--- src/rtl/fdta_ram.sv ---
// ---------------------------------------------------------------------------
// fdta_ram
// generic single write, single read ram with registered read data
// ---------------------------------------------------------------------------
module fdta_ram #(
  parameter int WIDTH = 32,
  parameter int DEPTH = 16
) (
  input  logic                     clk,
  input  logic                     we,
  input  logic [$clog2(DEPTH)-1:0] waddr,
  input  logic [WIDTH-1:0]         wdata,
  input  logic [$clog2(DEPTH)-1:0] raddr,
  output logic [WIDTH-1:0]         rdata
);

  logic [WIDTH-1:0] mem [DEPTH];

  always_ff @(posedge clk) begin
    if (we) begin
      mem[waddr] <= wdata;
    end
    rdata <= mem[raddr];
  end

endmodule

--- config.mk ---
export PLATFORM = sky130hd
export DESIGN_NAME = fdta_ram
export DESIGN_NICKNAME = d
export VERILOG_FILES = /design/src/rtl/fdta_ram.sv
export SDC_FILE = /design/constraint.sdc
export NUM_CORES = 1
export LEC_CHECK = 0
export BUFFER_PORTS_ARGS = -buffer_cell sky130_fd_sc_hd__buf_2
export CORE_ASPECT_RATIO = 0.5
export CORE_MARGIN = 10
export CORE_UTILIZATION = 40
export CTS_BUF_LIST = sky130_fd_sc_hd__clkbuf_8
export CTS_CLUSTER_SIZE = 24
export DETAILED_ROUTE_END_ITERATION = 8
export GPL_ROUTABILITY_DRIVEN = 0
export PLACE_DENSITY = 0.59
export SLEW_MARGIN = 20
export SYNTH_ARGS = -nofsm -noshare
export SYNTH_HDL_FRONTEND = slang
export SYNTH_SLANG_ARGS = --single-unit
--- constraint.sdc ---
create_clock -name clk -period 3.9 [get_ports clk]
set_clock_uncertainty 0.1 [all_clocks]
set_input_delay 0.195 -clock clk [delete_from_list [all_inputs] [get_ports clk]]
set_output_delay 0.195 -clock clk [all_outputs]
set_load 0.005 [all_outputs]
-- After elaboration in Yosys (flattened, before gate mapping)
Memories as Yosys holds them, arrays and structs flattened. A register that Yosys moved wholly into a read port is not among the register bits.
Cells that the tools add are included.
- RAM bits: 512
- output and inout port bits: 32
- memories: 1
- logic and storage cells: 3
- register bits after elaboration: 0
- input bits: 42
- muxes and demuxes: 2
- memory list (name ; depth ; bits a word ; read ports ; clocked after memory_dff ; write ports ; line ; text):
    mem ; 16 ; 32 ; 1 ; 1 ; 1 ; 17 ; logic [WIDTH-1:0] mem [DEPTH];
- operators by type and width (cell ; number):
    $mux 1 ; 2

-- Logic depth before layout (Yosys ltp)
- word-level depth: 2
- mapped depth: 5
- depth with buffers taken out: 3

-- Least setup slack after synthesis
No wires, ideal clock.
- kind: in2reg
- start: in waddr[2]
- end: mem mem[0][0], enable pin
- library setup time: 461 ps
- arrival time: 2913 ps
- path slack: 425 ps
- stages on the path: 2
- path buffers: 0
- required time: 3339 ps
- cells stage by stage: or3b_2 -> nor3_1
- RTL lines (item ; line ; text):
    start: declaration ; 11 ; input logic [$clog2(DEPTH)-1:0] waddr,
    end: declaration ; 17 ;
Straight into the memory's write port.

-- Worst setup path in the final report
- start: in waddr[1]
- end: mem mem[13][1], enable pin
Straight into the memory's write port.

==> flow_summary.toml <==
[run_status]
status = "finished clean"

[timing]
tightest_slew_ns = 1.09
setup_violations = 0
clock.fmax_mhz = 455
min_period_over_period_pct = 56.3
slew_headroom_pct = 27.6
hold_slack_ns = 0.143
fin_ws_ns = 1.70
rsz0062_at_grt = "no"
tns_ns = 0
fin_crit_ns = 2.20
report.final.slew_viol_count = 0
hold_viol_final = 0

[final_layout]
layout-area-overhead-vs-synth_pct = 16.7
drive_gt1_share_pct = 33.5
nets = 1057
stdcell_area_um2 = 23200
instances_no_fill = 1730
num-fill-cells = 3985
diodes = 0

[worst_setup_path]
cp.depth = 5
timing.reg2reg.setup_slack_ns = 2.47
cp.required_ns = 4.05
arrival_ns = 2.35
r2r_cells = 3
crit_type = "in2reg"
startpoint_type = "primary input"
critPathMaxFanout = 20
crit_start = "waddr[1]"
r2r_start = "mem[11][19]$_DFFE_PP_"
cp_slowest_cell = "nor2_4"
crit_buf_inv = 3
worstPathCellList = "dlygate4sd3_1, buf_2, nand2b_1, nor2_4, buf_4"
critical_path.max_stage_delay_ns = 0.58
worst_setup_path_end_kind = "register"
crit_family = "buffers and inverters"

[detailed_routing]
drtIter0Drc = 676
num_vias = 9222
drt_first_pass_iters = 5
drc = 0
viasPerCell = 5.33
ant_nets = 0
wl_per_cell_um = 24.5
wl_um = 42300

[yosys]
yosysSeqAreaShare_pct = 80.7
yosysWarnings = 0
synth_edf_count = 512
ys_seq_elements = 544
synth.most_common_cell = "edfxtp_1"
synth.cell_area_um2 = 19900
syn_avg_cell_area_um2 = 23.7
synth_commonest_cells = "512 x edfxtp_1, 128 x mux4_2, 64 x a22oi_1"
ys_async_sr_fraction_pct = 0
synth.largest_area_cell = "edfxtp_1"
ys.flop_type = "edfxtp_1"
yosysUniqueCellTypes = 18
synth_area_leaders = "edfxtp_1 77%, mux4_2 15%, dfxtp_1 3.2%, a22oi_1 2.4%, nand2_1 0.62%"
synth_nets = 880
synth_top_cell_area_share_pct = 77.4
synthCells = 838

[global_routing]
grt_util_all_layers_pct = 14.3
grt.overflow.total = 0
grt_max_degree = 54
grt_pass1_vias = 9910
grt_first_pass_wirelength_um = 63300
antenna_found_initial = 0

[pwr]
irDropWorstVdd_v = 0.000224
p_per_area_nw_per_um2 = 502
p_leak_uw = 0.00754

[clock_tree]
ctsHoldBuffers = 35
cts_setup_buffers = 0
cts_buffers = 80
root_buffer = "clkbuf_8"
h-tree-depth = 3
clk_latency_ns = 0.62
cts.reportedPaths.clkPinSlew_ns = 0.07
cts_tree = "done"
numClockSinks = 544
cts-resized-gates = 0
clockBufferDepth = 3

[floorplanning]
start_util_pct = 40.7
core_area_um2 = 48800
die_h_um = 178
rows = 57
die_area_um2 = 59500
die_x_um = 335
io_pins = 74

[place]
pre_cts_ws_ns = 1.44
placed_area_um2 = 21200
port-buffer-count = 73
placed_cells = 1547
dp_hpwl_um = 22400

[flow_run]
maxCapViolCount = 0

[worst_hold_path]
hold_start = "raddr[3]"
whs_path_depth = 4
hp-class = "in2reg"
==> worst reg2reg max path, stage by stage (launching register included) <==
cell      delay [ns]
edfxtp_1        0.37
mux4_2          0.48
a22oi_1         0.29
nand2_1         0.08
==> state kept, by name (all words and copies together), names as in the netlist <==
signal	count
mem	512
rdata	32
==> layout by cell type, fill, tap and decap left out <==
master / synthesis / routed
edfxtp_1: 512 / 512
mux4_2: 128 / 128
clkbuf_8: 0 / 93
buf_2: 4 / 71
a22oi_1: 64 / 64
dlygate4sd3_1: 0 / 35
nand2_1: 33 / 33
dfxtp_1: 32 / 32
buf_4: 11 / 27
inv_1: 0 / 23
clkinv_1: 0 / 15
nor2_4: 0 / 13
clkinv_2: 0 / 11
nor3_2: 0 / 4
clkinvlp_4: 0 / 4
buf_12: 0 / 4
bufinv_16: 0 / 3
nor2b_4: 0 / 2
nand3b_1: 2 / 2
nand2b_1: 2 / 2
and2_2: 0 / 1
nand3_1: 1 / 1
or3b_2: 1 / 1
==> path summary, 6_finish.rpt <==
path / to
setup / recovery: mem[13][1]$_DFFE_PP_
hold / removal: rdata[27]$_DFF_P_
setup reg to reg: rdata[19]$_DFF_P_
hold reg to reg: rdata[27]$_DFF_P_
==> kinds of logic after synthesis <==
family                 after synthesis  share of synthesized area, %
muxes                              128                          14.5
AOI/OAI and AO/OA                   64                          2.42
buffers and inverters               43                          1.12
and+or+nand+nor                     59                          1.27
DFF                                544                          80.7
==> through the flow <==
step	util (%)	power, µW
detailed placement	43.5	7280
global route	47.5	12100
global placement	43.5	7260
CTS	47.5	11800
finish	47.5	11600
floorplan	-	7010
==> layer usage <==
metal | up-vias | GRT usage [%] | wire [µm]
li1 | 3935 | - | -
met1 | 4952 | 18.2 | 17600
met2 | 275 | 24.8 | 21800
met3 | 60 | 2.80 | 2240
met4 | 0 | 4.06 | 708
met5 | - | 0 | 0
==> layout make-up <==
type / instances / area [µm²] / area share [%]
clock buffers: 92 / 1270 / 5.47
clock inverters: 56 / 318 / 1.37
multi-input cells: 251 / 3750 / 16.2
flip-flops and latches: 544 / 16000 / 69.1
well taps: 649 / 812 / 3.51
repair buffers: 138 / 1000 / 4.33
==> power breakdown <==
part           total [µW]  switching, µW  internal (µW)  leakage (µW)
logic                 593            335            258       0.00175
registers            6570           37.1           6540       0.00489
clock network        4470           2110           2360      0.000893
Power figures use the tool's default switching activity.
