`src/rtl/fdta_pkg.sv`:
```
// ---------------------------------------------------------------------------
// fdta_pkg
// word types, entry types and codes of the flow delta traffic accounting block
// ---------------------------------------------------------------------------
package fdta_pkg;

  localparam logic [1:0] CMD_OBSERVE = 2'd0;
  localparam logic [1:0] CMD_FORGET  = 2'd1;
  localparam logic [1:0] CMD_SAMPLE  = 2'd2;

  localparam logic [1:0] KIND_CAT   = 2'd0;
  localparam logic [1:0] KIND_APP   = 2'd1;
  localparam logic [1:0] KIND_OTHER = 2'd2;
  localparam logic [1:0] KIND_EMPTY = 2'd3;

  localparam logic REG_TOP_COUNT = 1'b0;
  localparam logic [4:0] TOP_COUNT_RESET = 5'd8;

  typedef struct packed {
    logic [1:0]  command;
    logic [5:0]  flow_slot;
    logic [3:0]  app_slot;
    logic [3:0]  cat_slot;
    logic [63:0] tx_byte_total;
    logic [63:0] rx_byte_total;
    logic [31:0] tx_pkt_total;
    logic [31:0] rx_pkt_total;
    logic        is_new;
  } item_word_t;

  typedef struct packed {
    logic [1:0]  kind;
    logic [3:0]  bucket_id;
    logic [63:0] sum_tx_bytes;
    logic [63:0] sum_rx_bytes;
    logic [31:0] sum_tx_pkts;
    logic [31:0] sum_rx_pkts;
    logic [31:0] flow_count;
    logic        last;
  } result_word_t;

  typedef struct packed {
    logic [63:0] tx_octets;
    logic [63:0] rx_octets;
    logic [31:0] tx_pkts;
    logic [31:0] rx_pkts;
  } flow_ent_t;

  typedef struct packed {
    logic [63:0] tx_octets;
    logic [63:0] rx_octets;
    logic [31:0] tx_pkts;
    logic [31:0] rx_pkts;
    logic [31:0] flows;
  } bkt_ent_t;

endpackage

```
`src/rtl/fdta_acc.sv`:
```
// ---------------------------------------------------------------------------
// fdta_acc
// bucket accumulate: adds flow deltas and the new flow mark to one bucket
// ---------------------------------------------------------------------------
module fdta_acc import fdta_pkg::*; (
  input  bkt_ent_t  old_ent,
  input  logic      old_valid,
  input  flow_ent_t delta,
  input  logic      is_new,
  output bkt_ent_t  new_ent
);

  bkt_ent_t base;

  always_comb begin
    base = old_valid ? old_ent : '0;
    new_ent.tx_octets = base.tx_octets + delta.tx_octets;
    new_ent.rx_octets = base.rx_octets + delta.rx_octets;
    new_ent.tx_pkts   = base.tx_pkts + delta.tx_pkts;
    new_ent.rx_pkts   = base.rx_pkts + delta.rx_pkts;
    new_ent.flows     = base.flows + 32'(is_new);
  end

endmodule

```
`config.mk`:
```
export PLATFORM = sky130hd
export DESIGN_NAME = fdta_acc
export DESIGN_NICKNAME = d
export VERILOG_FILES = /design/src/rtl/fdta_pkg.sv /design/src/rtl/fdta_acc.sv
export SDC_FILE = /design/constraint.sdc
export NUM_CORES = 1
export LEC_CHECK = 0
export ABC_AREA = 1
export BUFFER_PORTS_ARGS = -buffer_cell sky130_fd_sc_hd__buf_2
export CORE_AREA = 2 2 247 249
export DETAILED_ROUTE_END_ITERATION = 16
export DIE_AREA = 0 0 249 251
export GPL_TIMING_DRIVEN = 0
export PLACE_DENSITY = 0.64
export SYNTH_ARGS = -nofsm -noshare
export SYNTH_HDL_FRONTEND = slang
export SYNTH_SLANG_ARGS = --single-unit
export TNS_END_PERCENT = 30
```
`constraint.sdc`:
```
create_clock -name vclk -period 3.6
set_input_delay 0.72 -clock vclk [all_inputs]
set_output_delay 0.72 -clock vclk [all_outputs]
set_load 0.05 [all_outputs]
```
# == After elaboration in Yosys (flattened, before gate mapping) ==
# Index checks and enable logic that the tools add are counted.
# classes
add_sub_neg,5
n_mux,1
# ops
op,count
2-to-1 mux 224 bit,1
adder 64 bit,2
adder 32 bit,2
adder 32 x 1 -> 32 bit,1
# totals
ff_bits,0
in_bits,418
out_inout_bits,224
word_cells,6

# == Longest topological paths before layout ==
# depth
ltp_word,2
ltp_mapped,21

# == Least setup slack after synthesis ==
# No wires, ideal clock.
# synth_timing
kind,input to output
start,input port old_valid
end,output port new_ent[124] in the netlist's numbering
arrival_time_ns,3.565
required_ns,2.880
path_slack_ns,-0.685
path_stages,18
cell_sequence,buf_6 > buf_6 > buf_2 > buf_2 > buf_2 > nand2_1 > inv_1 > ha_1 > fa_1 > nand3_1 > nand3_1 > nand2_1 > nand2_1 > nand2_1 > nand2_1 > nand2_1 > nand2_1 > xor2_1
# synth_rtl
item,line_no,source
"start, declared",fdta_acc.sv:7,"input logic old_valid,"
"end, declared",fdta_acc.sv:10,output bkt_ent_t new_ent

==> flow_summary.toml <==
[logic_synthesis]
yosysMostFrequentCell = "nand2_1"
synth_common_cells = "1709 x nand2_1, 920 x inv_1, 329 x nor2_1, 190 x ha_1, 185 x nand3_1"
yosys_warnings = 0
ys_seq_area_frac = 0
syn-cell-area_mm2 = 0.0177
syn_area_per_cell_um2 = 4.62
synth_top_area_frac = 0.362
yosys-top-cells-area = "nand2_1 36%, inv_1 19%, ha_1 13%"
synth_top_cell_by_area = "nand2_1"
syn_nets = 4453
synth.distinct_cells = 30
synthCells = 3841

[sta]
fin_crit_sh = 1.09
worst_slew_pin_slew_ps = 489
layout_min_cycle_time_ps = 3920
setup-violations-final = 175
layout_setup_ws_ps = -324
holdWs_ps = 1800
drv_slew = 0
hold_viol = 0
finalSetupTns_ps = -24440
max_slew_margin = 0.671
rsz0062_at_grt = "true"
fmax_mhz = 255

[critical_path]
critPathKind = "input pin to primary output"
start_kind = "input pin"
worst-path-max-fanout = 7
critPathRequiredTime_ps = 2880
worst_ep_arrival_time_ps = 3200
endpoint_kind = "primary output"

[floorplan]
ios = 642
initial_core_util = 0.296
num_rows = 90
die_w_um = 249
die_y_um = 251
core_mm2 = 0.0598
dieArea_mm2 = 0.0625

[finish]
layout-area-overhead-vs-synth_pct = 84.0
regArea_um2 = 0
flops_and_latches = 0
nNetsFinal = 5303
nClkBuffers = 0
layout-drive-gt1-share = 0.443
fillers = 5894

[detailed_routing]
avgRoutedWirePerCell_um = 17.5
route.detailed.drc = 0
drtAntennaViolNets = 0
drt_iter0_drc = 1466
vias_per_cell = 4.77
routed_wirelength_mm = 95.7
vias = 26100
dr.pass1.iters = 5

[power]
power_density_mw_per_mm2 = 216
ir_drop_uv = 225
leakage_uw = 0.0185

[placement]
io_buffer_count = 642
place_hpwl_mm = 78.9
routabilityCongestion = 1.02
dp_worst_setup_slack_ps = -1380

[grt]
gr-total-overflow = 0
grt_max_degree = 12
track_usage = 0.285
antenna_found_initial = 14
grt_pass1_vias = 24900
grt_pass1_wl_mm = 140

[outcome]
violations = "negative setup slack"
outcome = "finished, violations left"

[hold_path]
min_path_type = "input pin to primary output"

[job]
max_cap_violations = 0
-- worst paths after layout --
| kind | from | end | slack [ps] | cells past startpoint |
|---|---|---|---|---|
| worst max-delay path | old_valid | new_ent[188] | -320 | 19 |
| worst min-delay path | old_ent[4] | new_ent[4] | 1800 | 3 |
-- cell usage in the layout, fill, tap and decap left out, drive strengths merged --
cell type  instances
nor3              49
nand3b             2
nand2           1719
a21oi            158
nand3            185
nor3b              1
nand4             36
buf              869
o21a              12
nor4              12
xor2             124
a21o               4
ha               190
clkinv             1
o21ai             44
clkbuf             2
xnor2              7
diode             13
nor2             336
fa                 4
bufbuf             2
inv              924
o21bai             8
-- where the power goes --
part | internal [uW] | total (uW) | switching, uW
clock | 0.000468 | 0.000468 | 0
combinational | 2550 | 7060 | 4510
sequential | 0 | 0 | 0
total | 2550 | 7060 | 4510
-- repair_timing --
action,4_1_cts,5_1_grt
pin swaps,223,184
cloned,5,0
buffers inserted,140,67
hold buffers,0,0
gates resized for setup,1282,536
setup endpoints to repair,218,187
-- critical path: stages --
cell     delay (ps)
buf_16          120
buf_16          160
buf_16          170
buf_12          160
nand2_8          70
inv_4            30
ha_4            150
fa_2            390
nand3_2         130
nand3_4         110
nand2_2         100
nand2_4          70
nand2_2          70
nand2_2          60
nand2_2          70
nand2_4         110
buf_12          160
xor2_4          120
buf_6           170
-- per-stage QoR --
| stage | total power (uW) | instance area, um2 | std cells | utilization |
|---|---|---|---|---|
| floorplan | 3680 | 19500 | 3841 | - |
| global placement | 5170 | 23700 | 5265 | 0.397 |
| detailed placement | 5160 | 23700 | 5265 | 0.397 |
| CTS | 6470 | 30200 | 5408 | 0.504 |
| global route | 7440 | 32600 | 5479 | 0.545 |
| finish | 7060 | 32600 | 5484 | 0.545 |
-- per-layer routing --
metal	track usage	up-vias	wire, um
met4	0.109	6	4900
met5	0	-	32
met3	0.0407	213	6840
li1	-	13100	-
met1	0.341	11900	37600
met2	0.515	976	46400
-- cell families after synthesis --
kind of cell,Yosys count,share of synthesized area
buf+inv,950,0.204
xor+xnor,131,0.0647
simple gates,2340,0.526
fa+ha+maj,194,0.139
compound gates,226,0.0672
-- layout make-up --
class                      instances  area [um2]  share of cell area
inverter                         925        3500               0.107
multi-input combinational       2891       21600               0.662
buffer                            19         309             0.00948
antenna                           13        32.5            0.000998
timing repair buffer             854        6190               0.190
tap                              782         978              0.0300
Note: power is estimated with default switching activity, not from simulation.
